<file path="src/skt_pkg.sv">
`default_nettype none
// ----------------------------------------------------------------------------
// skt_pkg: shared types and helpers for the sorted key table
// Holds table size, command and status codes, channel payloads, the control
// group sent along the cell row and the thermometer count helper.
// ----------------------------------------------------------------------------
package skt_pkg;

  localparam int CAPACITY = 16;
  localparam int CNT_W    = $clog2(CAPACITY + 1);

  typedef enum logic [1:0] {
    CMD_INSERT = 2'd0,
    CMD_FIND   = 2'd1,
    CMD_REMOVE = 2'd2
  } skt_cmd_e;

  typedef enum logic [1:0] {
    ST_OK        = 2'd0,
    ST_NOT_FOUND = 2'd1,
    ST_FULL      = 2'd2
  } skt_status_e;

  typedef enum logic {
    S_IDLE = 1'b0,
    S_EXEC = 1'b1
  } skt_state_e;

  typedef struct packed {
    logic [1:0]        cmd;
    logic signed [31:0] key;
  } skt_req_t;

  typedef struct packed {
    logic [1:0] status;
    logic [3:0] position;
    logic [4:0] entry_count;
  } skt_res_t;

  // control broadcast to every cell
  typedef struct packed {
    logic sample;  // capture compare flags
    logic ins;     // open a slot and write the new key
    logic rem;     // close the gap at the first equal key
  } skt_ctrl_t;

  typedef struct packed {
    logic lt;  // held key below search key
    logic le;  // held key at or below search key
  } skt_flag_t;

  // number of ones in a thermometer code (ones packed at the low end)
  function automatic logic [CNT_W-1:0] therm_count(input logic [CAPACITY-1:0] t);
    logic [CAPACITY:0] t_ext;
    logic [CNT_W-1:0]  cnt;
    t_ext = {1'b0, t};
    cnt   = '0;
    for (int i = 0; i < CAPACITY; i++) begin
      if (t_ext[i] && !t_ext[i+1]) begin
        cnt = cnt | CNT_W'(i + 1);
      end
    end
    return cnt;
  endfunction

endpackage
`default_nettype wire

</file>
<file path="src/skt_cell.sv">
`default_nettype none
// ----------------------------------------------------------------------------
// skt_cell: one entry of the sorted key row
// Holds one key, compares it with the broadcast key and shifts in a key
// from the left or right neighbor when an insert or remove moves the row.
// ----------------------------------------------------------------------------
module skt_cell (
  input  wire logic               clk_i,
  input  wire skt_pkg::skt_ctrl_t ctrl_i,
  input  wire logic signed [31:0] cmp_key_i,
  input  wire logic signed [31:0] new_key_i,
  input  wire logic               used_i,
  input  wire logic               left_le_i,
  input  wire logic signed [31:0] left_key_i,
  input  wire logic signed [31:0] right_key_i,
  output skt_pkg::skt_flag_t      flag_o,
  output logic signed [31:0]      key_o
);

  logic signed [31:0] key_q;
  skt_pkg::skt_flag_t flag_q;

  always_ff @(posedge clk_i) begin
    if (ctrl_i.sample) begin
      flag_q.lt <= used_i && (key_q < cmp_key_i);
      flag_q.le <= used_i && (key_q <= cmp_key_i);
    end
  end

  always_ff @(posedge clk_i) begin
    if (ctrl_i.ins && !flag_q.le) begin
      // first cell above the slot takes the new key, the rest move up
      key_q <= left_le_i ? new_key_i : left_key_i;
    end else if (ctrl_i.rem && !flag_q.lt) begin
      key_q <= right_key_i;
    end
  end

  assign flag_o = flag_q;
  assign key_o  = key_q;

endmodule
`default_nettype wire

</file>
<file path="src/sorted_key_table.sv">
`default_nettype none
// ----------------------------------------------------------------------------
// sorted_key_table: bounded table of signed keys in ascending order
// Insert, find and remove over a row of compare-and-shift cells.
// ----------------------------------------------------------------------------
// Usage:
//   Drive req_i (cmd, key) and raise start while busy is low; the item is
//   taken at that clock edge. busy stays high for the following cycle.
//   The result (status, position, entry_count) is marked on res_o by done_o,
//   which is high for exactly one cycle once the execute cycle ends.
//   The accepting edge registers the per-cell compare flags; the execute
//   cycle counts the flag thermometers to get the position and moves the
//   cell row in one step. No item is taken while busy is high; the next item
//   can be taken in the cycle in which the previous result is shown.
//   The receiver cannot stall: done_o is a strobe, and res_o holds the
//   result only until the next result is registered.
//   Insert puts the key after all equal keys; on a full table it is dropped
//   with status full. Find and remove report the first equal key; command
//   code 3 reports not found and changes nothing.
//   Reset empties the table at once (the entry count is cleared); no
//   clearing pass is needed, only entries below the count are ever used.
// ----------------------------------------------------------------------------
module sorted_key_table (
  input  wire logic              clk_i,
  input  wire logic              rst_ni,
  input  wire logic              start,
  output logic                   busy,
  input  wire skt_pkg::skt_req_t req_i,
  output logic                   done_o,
  output skt_pkg::skt_res_t      res_o
);

  localparam int N = skt_pkg::CAPACITY;
  localparam int W = skt_pkg::CNT_W;

  skt_pkg::skt_state_e  state_q, state_d;
  logic [W-1:0]         count_q, count_d;
  logic [1:0]           cmd_q;
  logic signed [31:0]   key_q;
  logic                 done_q, done_d;
  skt_pkg::skt_res_t    res_q, res_d;
  skt_pkg::skt_ctrl_t   ctrl;

  logic                 accept;
  logic [N-1:0]         lt_vec, le_vec, used;
  logic signed [31:0]   cell_key [N];
  skt_pkg::skt_flag_t   cell_flag [N];
  logic [W-1:0]         n_lt, n_le;
  logic [W-1:0]         pos_sel;
  logic                 full, hit;

  assign accept = start && !busy;
  assign busy   = (state_q == skt_pkg::S_EXEC);

  for (genvar i = 0; i < N; i++) begin : g_cell
    logic               left_le;
    logic signed [31:0] left_key, right_key;

    assign used[i] = (count_q > W'(i));

    if (i == 0) begin : g_head
      assign left_le  = 1'b1;
      assign left_key = key_q;
    end else begin : g_body
      assign left_le  = cell_flag[i-1].le;
      assign left_key = cell_key[i-1];
    end

    if (i == N - 1) begin : g_tail
      assign right_key = cell_key[i];
    end else begin : g_inner
      assign right_key = cell_key[i+1];
    end

    skt_cell u_cell (
      .clk_i       (clk_i),
      .ctrl_i      (ctrl),
      .cmp_key_i   (req_i.key),
      .new_key_i   (key_q),
      .used_i      (used[i]),
      .left_le_i   (left_le),
      .left_key_i  (left_key),
      .right_key_i (right_key),
      .flag_o      (cell_flag[i]),
      .key_o       (cell_key[i])
    );

    assign lt_vec[i] = cell_flag[i].lt;
    assign le_vec[i] = cell_flag[i].le;
  end

  assign n_lt = skt_pkg::therm_count(lt_vec);
  assign n_le = skt_pkg::therm_count(le_vec);
  assign full = (count_q >= W'(N));
  assign hit  = (n_le != n_lt);

  always_comb begin
    state_d     = state_q;
    count_d     = count_q;
    done_d      = 1'b0;
    res_d       = res_q;
    ctrl.sample = 1'b0;
    ctrl.ins    = 1'b0;
    ctrl.rem    = 1'b0;
    pos_sel     = '0;
    case (state_q)
      skt_pkg::S_IDLE: begin
        if (accept) begin
          ctrl.sample = 1'b1;
          state_d     = skt_pkg::S_EXEC;
        end
      end
      skt_pkg::S_EXEC: begin
        state_d      = skt_pkg::S_IDLE;
        done_d       = 1'b1;
        res_d.status = skt_pkg::ST_NOT_FOUND;
        case (cmd_q)
          skt_pkg::CMD_INSERT: begin
            if (full) begin
              res_d.status = skt_pkg::ST_FULL;
            end else begin
              ctrl.ins     = 1'b1;
              count_d      = count_q + W'(1);
              pos_sel      = n_le;
              res_d.status = skt_pkg::ST_OK;
            end
          end
          skt_pkg::CMD_FIND: begin
            if (hit) begin
              pos_sel      = n_lt;
              res_d.status = skt_pkg::ST_OK;
            end
          end
          skt_pkg::CMD_REMOVE: begin
            if (hit) begin
              ctrl.rem     = 1'b1;
              count_d      = count_q - W'(1);
              pos_sel      = n_lt;
              res_d.status = skt_pkg::ST_OK;
            end
          end
          default: begin
            res_d.status = skt_pkg::ST_NOT_FOUND;
          end
        endcase
        res_d.position    = 4'(pos_sel);
        res_d.entry_count = 5'(count_d);
      end
      default: begin
        state_d = skt_pkg::S_IDLE;
      end
    endcase
  end

  always_ff @(posedge clk_i or negedge rst_ni) begin
    if (!rst_ni) begin
      state_q <= skt_pkg::S_IDLE;
      count_q <= '0;
      done_q  <= 1'b0;
    end else begin
      state_q <= state_d;
      count_q <= count_d;
      done_q  <= done_d;
    end
  end

  // hold the item for the execute cycle
  always_ff @(posedge clk_i) begin
    if (accept) begin
      cmd_q <= req_i.cmd;
      key_q <= req_i.key;
    end
    res_q <= res_d;
  end

  assign done_o = done_q;
  assign res_o  = res_q;

  a_count_bound: assert property (@(posedge clk_i) disable iff (!rst_ni)
    count_q <= W'(N))
    else $error("entry count above capacity");

  a_done_after_exec: assert property (@(posedge clk_i) disable iff (!rst_ni)
    done_o |-> $past(state_q == skt_pkg::S_EXEC))
    else $error("result strobe without an execute cycle");

  a_accept_busy: assert property (@(posedge clk_i) disable iff (!rst_ni)
    accept |=> busy && done_d)
    else $error("accepted item not executed in the next cycle");

  a_count_step: assert property (@(posedge clk_i) disable iff (!rst_ni)
    !busy |=> $stable(count_q))
    else $error("entry count changed outside execute");

  a_thermometer: assert property (@(posedge clk_i) disable iff (!rst_ni)
    busy |-> (n_lt <= n_le) && (n_le <= count_q))
    else $error("compare flags not ordered");

endmodule
`default_nettype wire

</file>
<file path="config.mk">
export PLATFORM = sky130hd
export DESIGN_NAME = sorted_key_table
export DESIGN_NICKNAME = d
export VERILOG_FILES = /design/src/skt_pkg.sv /design/src/skt_cell.sv /design/src/sorted_key_table.sv
export SDC_FILE = /design/constraint.sdc
export NUM_CORES = 2
export LEC_CHECK = 0
export ABC_AREA = 1
export BUFFER_PORTS_ARGS = -buffer_cell sky130_fd_sc_hd__buf_2
export CAP_MARGIN = 25
export CORE_MARGIN = 2
export CORE_UTILIZATION = 50
export DETAILED_ROUTE_END_ITERATION = 8
export PLACE_DENSITY = 0.71
export SLEW_MARGIN = 20
export SYNTH_ARGS = -nofsm -noshare
export SYNTH_HDL_FRONTEND = slang
export SYNTH_SLANG_ARGS = --single-unit
</file>
<file path="constraint.sdc">
create_clock -name clk_i -period 3.9 [get_ports clk_i]
set_input_delay 0.585 -clock clk_i [delete_from_list [all_inputs] [get_ports clk_i]]
set_output_delay 0.585 -clock clk_i [all_outputs]
set_load 0.02 [all_outputs]
</file>
==> results <==
- The routed length per placed instance is 23.7 um.
- The via count of the first global-routing pass is 34400.
- At the worst endpoint, the required time is 4400 ps.
- The simple-gate area share of the yosys netlist is 20.1%.
- Summed over all layers, the routed wires come to 138000 um.
- Synthesis produced a netlist with a net count of 5246.
- The total CTS buffers is 73.
- The number of rows created at floorplan is 104.
- TritonCTS built the clock tree.
- 50 I/O pins were placed.
- The placeable core region is 80500 sq um.
- The post-cts repair resize count is 0.
- The adder-cell share of the synthesized area is 16.0%.
- The run finished with clean final reports.
- Counting along the longest clock path gives a buffer depth of 3.
- The smallest clock period supported by the final layout is computed as 3560 ps.
- The initial cell density of the core is 50.6%.
- Summing every instance area after synthesis gives 40700 sq um.
- The post-synthesis register bit count is 596.
- The initial antenna violation count is 1.
- The final period utilization is 91.2%.
- The number of hold buffers added after CTS was 1.
- The final setup TNS is 0 ps.
- The number of input and output port buffers inserted is 49.
- Dividing the detail-routed via count by the number of cells gives 6.24.
- The count of routing violations after the opening detailed-route iteration is 4319.
- The filler cell count in the final layout is 7288.
- The master cell of the clock root buffer is clkbuf_16.
- Across the run, the number of max-cap violations was 0.
- Entering global routing, the biggest net connects 66 pins.
- The worst-case vdd ir drop is 0.344 mV.
- Buffers added to address setup during post-CTS repair amount to 0.
- Based on the critical path, the design can be clocked at up to 281 MHz.
- The final count of negative-setup-slack endpoints is 0.
- The highest fanout seen on the critical path is 13.
- Yosys printed 0 warnings.
- In this run the mean area of a mapped cell was 8.69 sq um.
- Synthesis produced a netlist whose cell count is 4688.
- The count of unresolved DRC violations after routing is 0.
- At the end of the flow, the number of nets in the layout was 5260.
- The min-delay analysis places its worst path in the category input pin to flip-flop.
- The relative slew slack is 25.6%.
- The floorplan step defined a die boundary enclosing 83800 sq um.
- Measured along the y axis, the die boundary spans 289 um.
- Leaving out fill and tap cells, the most frequent cells in the layout are nand2_1 (1285), edfxtp_1 (589), ha_1 (521).
- The number of antenna-violating nets in the routed design is 0.
- CTS saw 596 sinks.
- At the worst endpoint, the arrival time is 4050 ps.
- The count of inserted antenna diode cells is 0.
- The first detailed-routing pass ran for 6 iterations.
- The clock tree skew after final layout is 36.3 ps.
- Of the total synthesized cell area, the portion taken by XOR and XNOR cells is 0.108%.
- The total grt overflow is 0.
- The detailed-placement wirelength estimate is 101000 um.
- The horizontal die dimension is 289 um.
- The sequential fraction of the synthesis area is 43.9%.
- The worst-skew pair later-pin latency is 640 ps.
- The worst setup path is captured at a flip-flop.
- Leaving out fill and tap cells, the most frequent cell in the layout is nand2_1.
- The non-filler instance count after layout is 5816.
- After clock tree synthesis, the clock-pin slew on the worst setup and hold paths is 60 ps.
- After synthesis, the netlist uses 44 different library cells.
- The startpoint type of the worst setup path is an input pin.
- The number of endpoints with negative hold slack in the final report is 0.
- Setup slack on the worst reg-to-reg path comes out at 550 ps.
- In the final layout, the share of cells above drive strength 1 is 6.94%.
- The number of placed instances with taps included is 5685.
- Setup repair after global routing left no endpoint under its margin.
- The compound-cell area share of the yosys netlist is 14.6%.
- By area, the combinational part of the netlist is dominated by simple AND/OR/NAND/NOR gates.
- Measured against the total synthesized area, the mux share comes to 0%.
- The leakage power total is 18.5 nW.
- The layout overhead on the synthesized area is 10.0%.
- The kind of critical path is input pin to flip-flop.
- The congestion estimate from routability-driven global placement came to 1.02.
- At the pin with the least slew margin, the transition time is 1110 ps.
- The first global-routing pass estimated 207000 um of wire.
- For this design the ratio of total power to cell area is 456 nW/um^2.
- The detailed router placed 36300 vias in this run.
- The H-tree level count is 3.
- The final count of pins violating max slew is 0.
- Global routing used 32.7% of the available tracks across all layers.
Yosys cell counts, drive strengths merged:
| cell type | n | area share [%] |
|---|---|---|
| a211o | 2 | 0.043 |
| a211oi | 17 | 0.31 |
| a21oi | 287 | 3.5 |
| a22oi | 1 | 0.018 |
| a311oi | 1 | 0.022 |
| a31oi | 400 | 6.1 |
| and3 | 1 | 0.015 |
| buf | 99 | 1.5 |
| clkbuf | 137 | 1.3 |
| clkinv | 2 | 0.018 |
| dfrtp | 7 | 0.43 |
| edfxtp | 589 | 43 |
| ha | 521 | 16 |
| inv | 283 | 2.6 |
| nand2 | 1288 | 12 |
| nand3 | 56 | 0.73 |
| nand3b | 17 | 0.31 |
| nand4 | 76 | 1.2 |
| nor2 | 537 | 5.4 |
| nor3 | 31 | 0.38 |
| nor3b | 2 | 0.037 |
| nor4 | 11 | 0.17 |
| nor4b | 1 | 0.022 |
| o211ai | 65 | 1.2 |
| o21a | 15 | 0.28 |
| o21ai | 214 | 2.6 |
| o21bai | 2 | 0.037 |
| o221ai | 3 | 0.065 |
| o22ai | 16 | 0.25 |
| o31ai | 2 | 0.037 |
| xnor2 | 2 | 0.043 |
| xor2 | 3 | 0.065 |
final cells by class:
type | count | area (sq um) | share of cell area [%]
clock buffers | 97 | 2000 | 4.47
well taps | 1060 | 1330 | 2.96
inverters | 285 | 1070 | 2.39
multi-input cells | 3571 | 20900 | 46.7
flip-flops and latches | 596 | 17900 | 39.9
repair buffers | 175 | 1340 | 2.99
clock inverters | 32 | 308 | 0.687
critical path, stage by stage:
cell,delay [ps]
buf_2,120
inv_1,440
buf_4,240
ha_1,260
nand2_1,130
nor4_1,690
nand3_1,450
nor4b_1,660
nand3_1,300
nand2_1,150
per-layer routing:
layer	GRT usage [%]	part of all wire [%]	up-vias	wire, um
li1	-	-	16700	-
met1	43.1	39	17200	54000
met2	51.9	46	2017	63000
met3	4.60	9.5	389	13200
met4	17.9	5.7	2	7870
met5	0	0.0072	-	10
kinds of logic (layout without fill, tap and decap cells):
logic type | Yosys count | after routing
flip-flops | 596 | 596
AND/OR/NAND/NOR | 2020 | 2020
XOR/XNOR | 5 | 5
buffers and inverters | 521 | 589
AO/OA/AOI/OAI | 1025 | 1025
adder cells (fa/ha/maj) | 521 | 521
flip-flops by register name, indices dropped and copies added (netlist names):
signal,cells
g_cell.u_cell.key_o,512
g_cell.left_key,32
g_cell.u_cell.flag_o,32
res_o,11
count_q,5
cmd_q,2
busy,1
done_o,1
stage by stage:
step,hold slack (ps),cell area (sq um),util (%),total power [mW],setup slack (ps)
after floorplan,289,40700,-,11.6,304
after global placement,435,42500,52.7,13.4,47.6
after detailed placement,437,42500,52.7,13.5,-69.7
after CTS,107,44800,55.6,20.3,582
after global routing,127,44800,55.6,21.2,363
final,134,44800,55.6,20.4,343
power by group:
group / switching, mW / internal (mW)
clock network: 2.95 / 3.89
registers: 0.595 / 7.78
logic: 3.69 / 1.53
total: 7.23 / 13.2
path summary, 6_finish.rpt:
kind | from | end | cells past startpoint
max | req_i[31] | g_cell[11].u_cell.flag_o[0] | 10
min | req_i[11] | g_cell[0].left_key[11] | 1
max reg2reg | g_cell[11].u_cell.key_o[31] | g_cell[11].u_cell.flag_o[0] | 7
min reg2reg | g_cell[0].left_key[0] | g_cell[15].u_cell.key_o[0] | 2
max in group asynchronous | rst_ni | count_q[2] | 2
min in group asynchronous | rst_ni | count_q[0] | 2
Note: power is estimated with default switching activity, not from simulation.
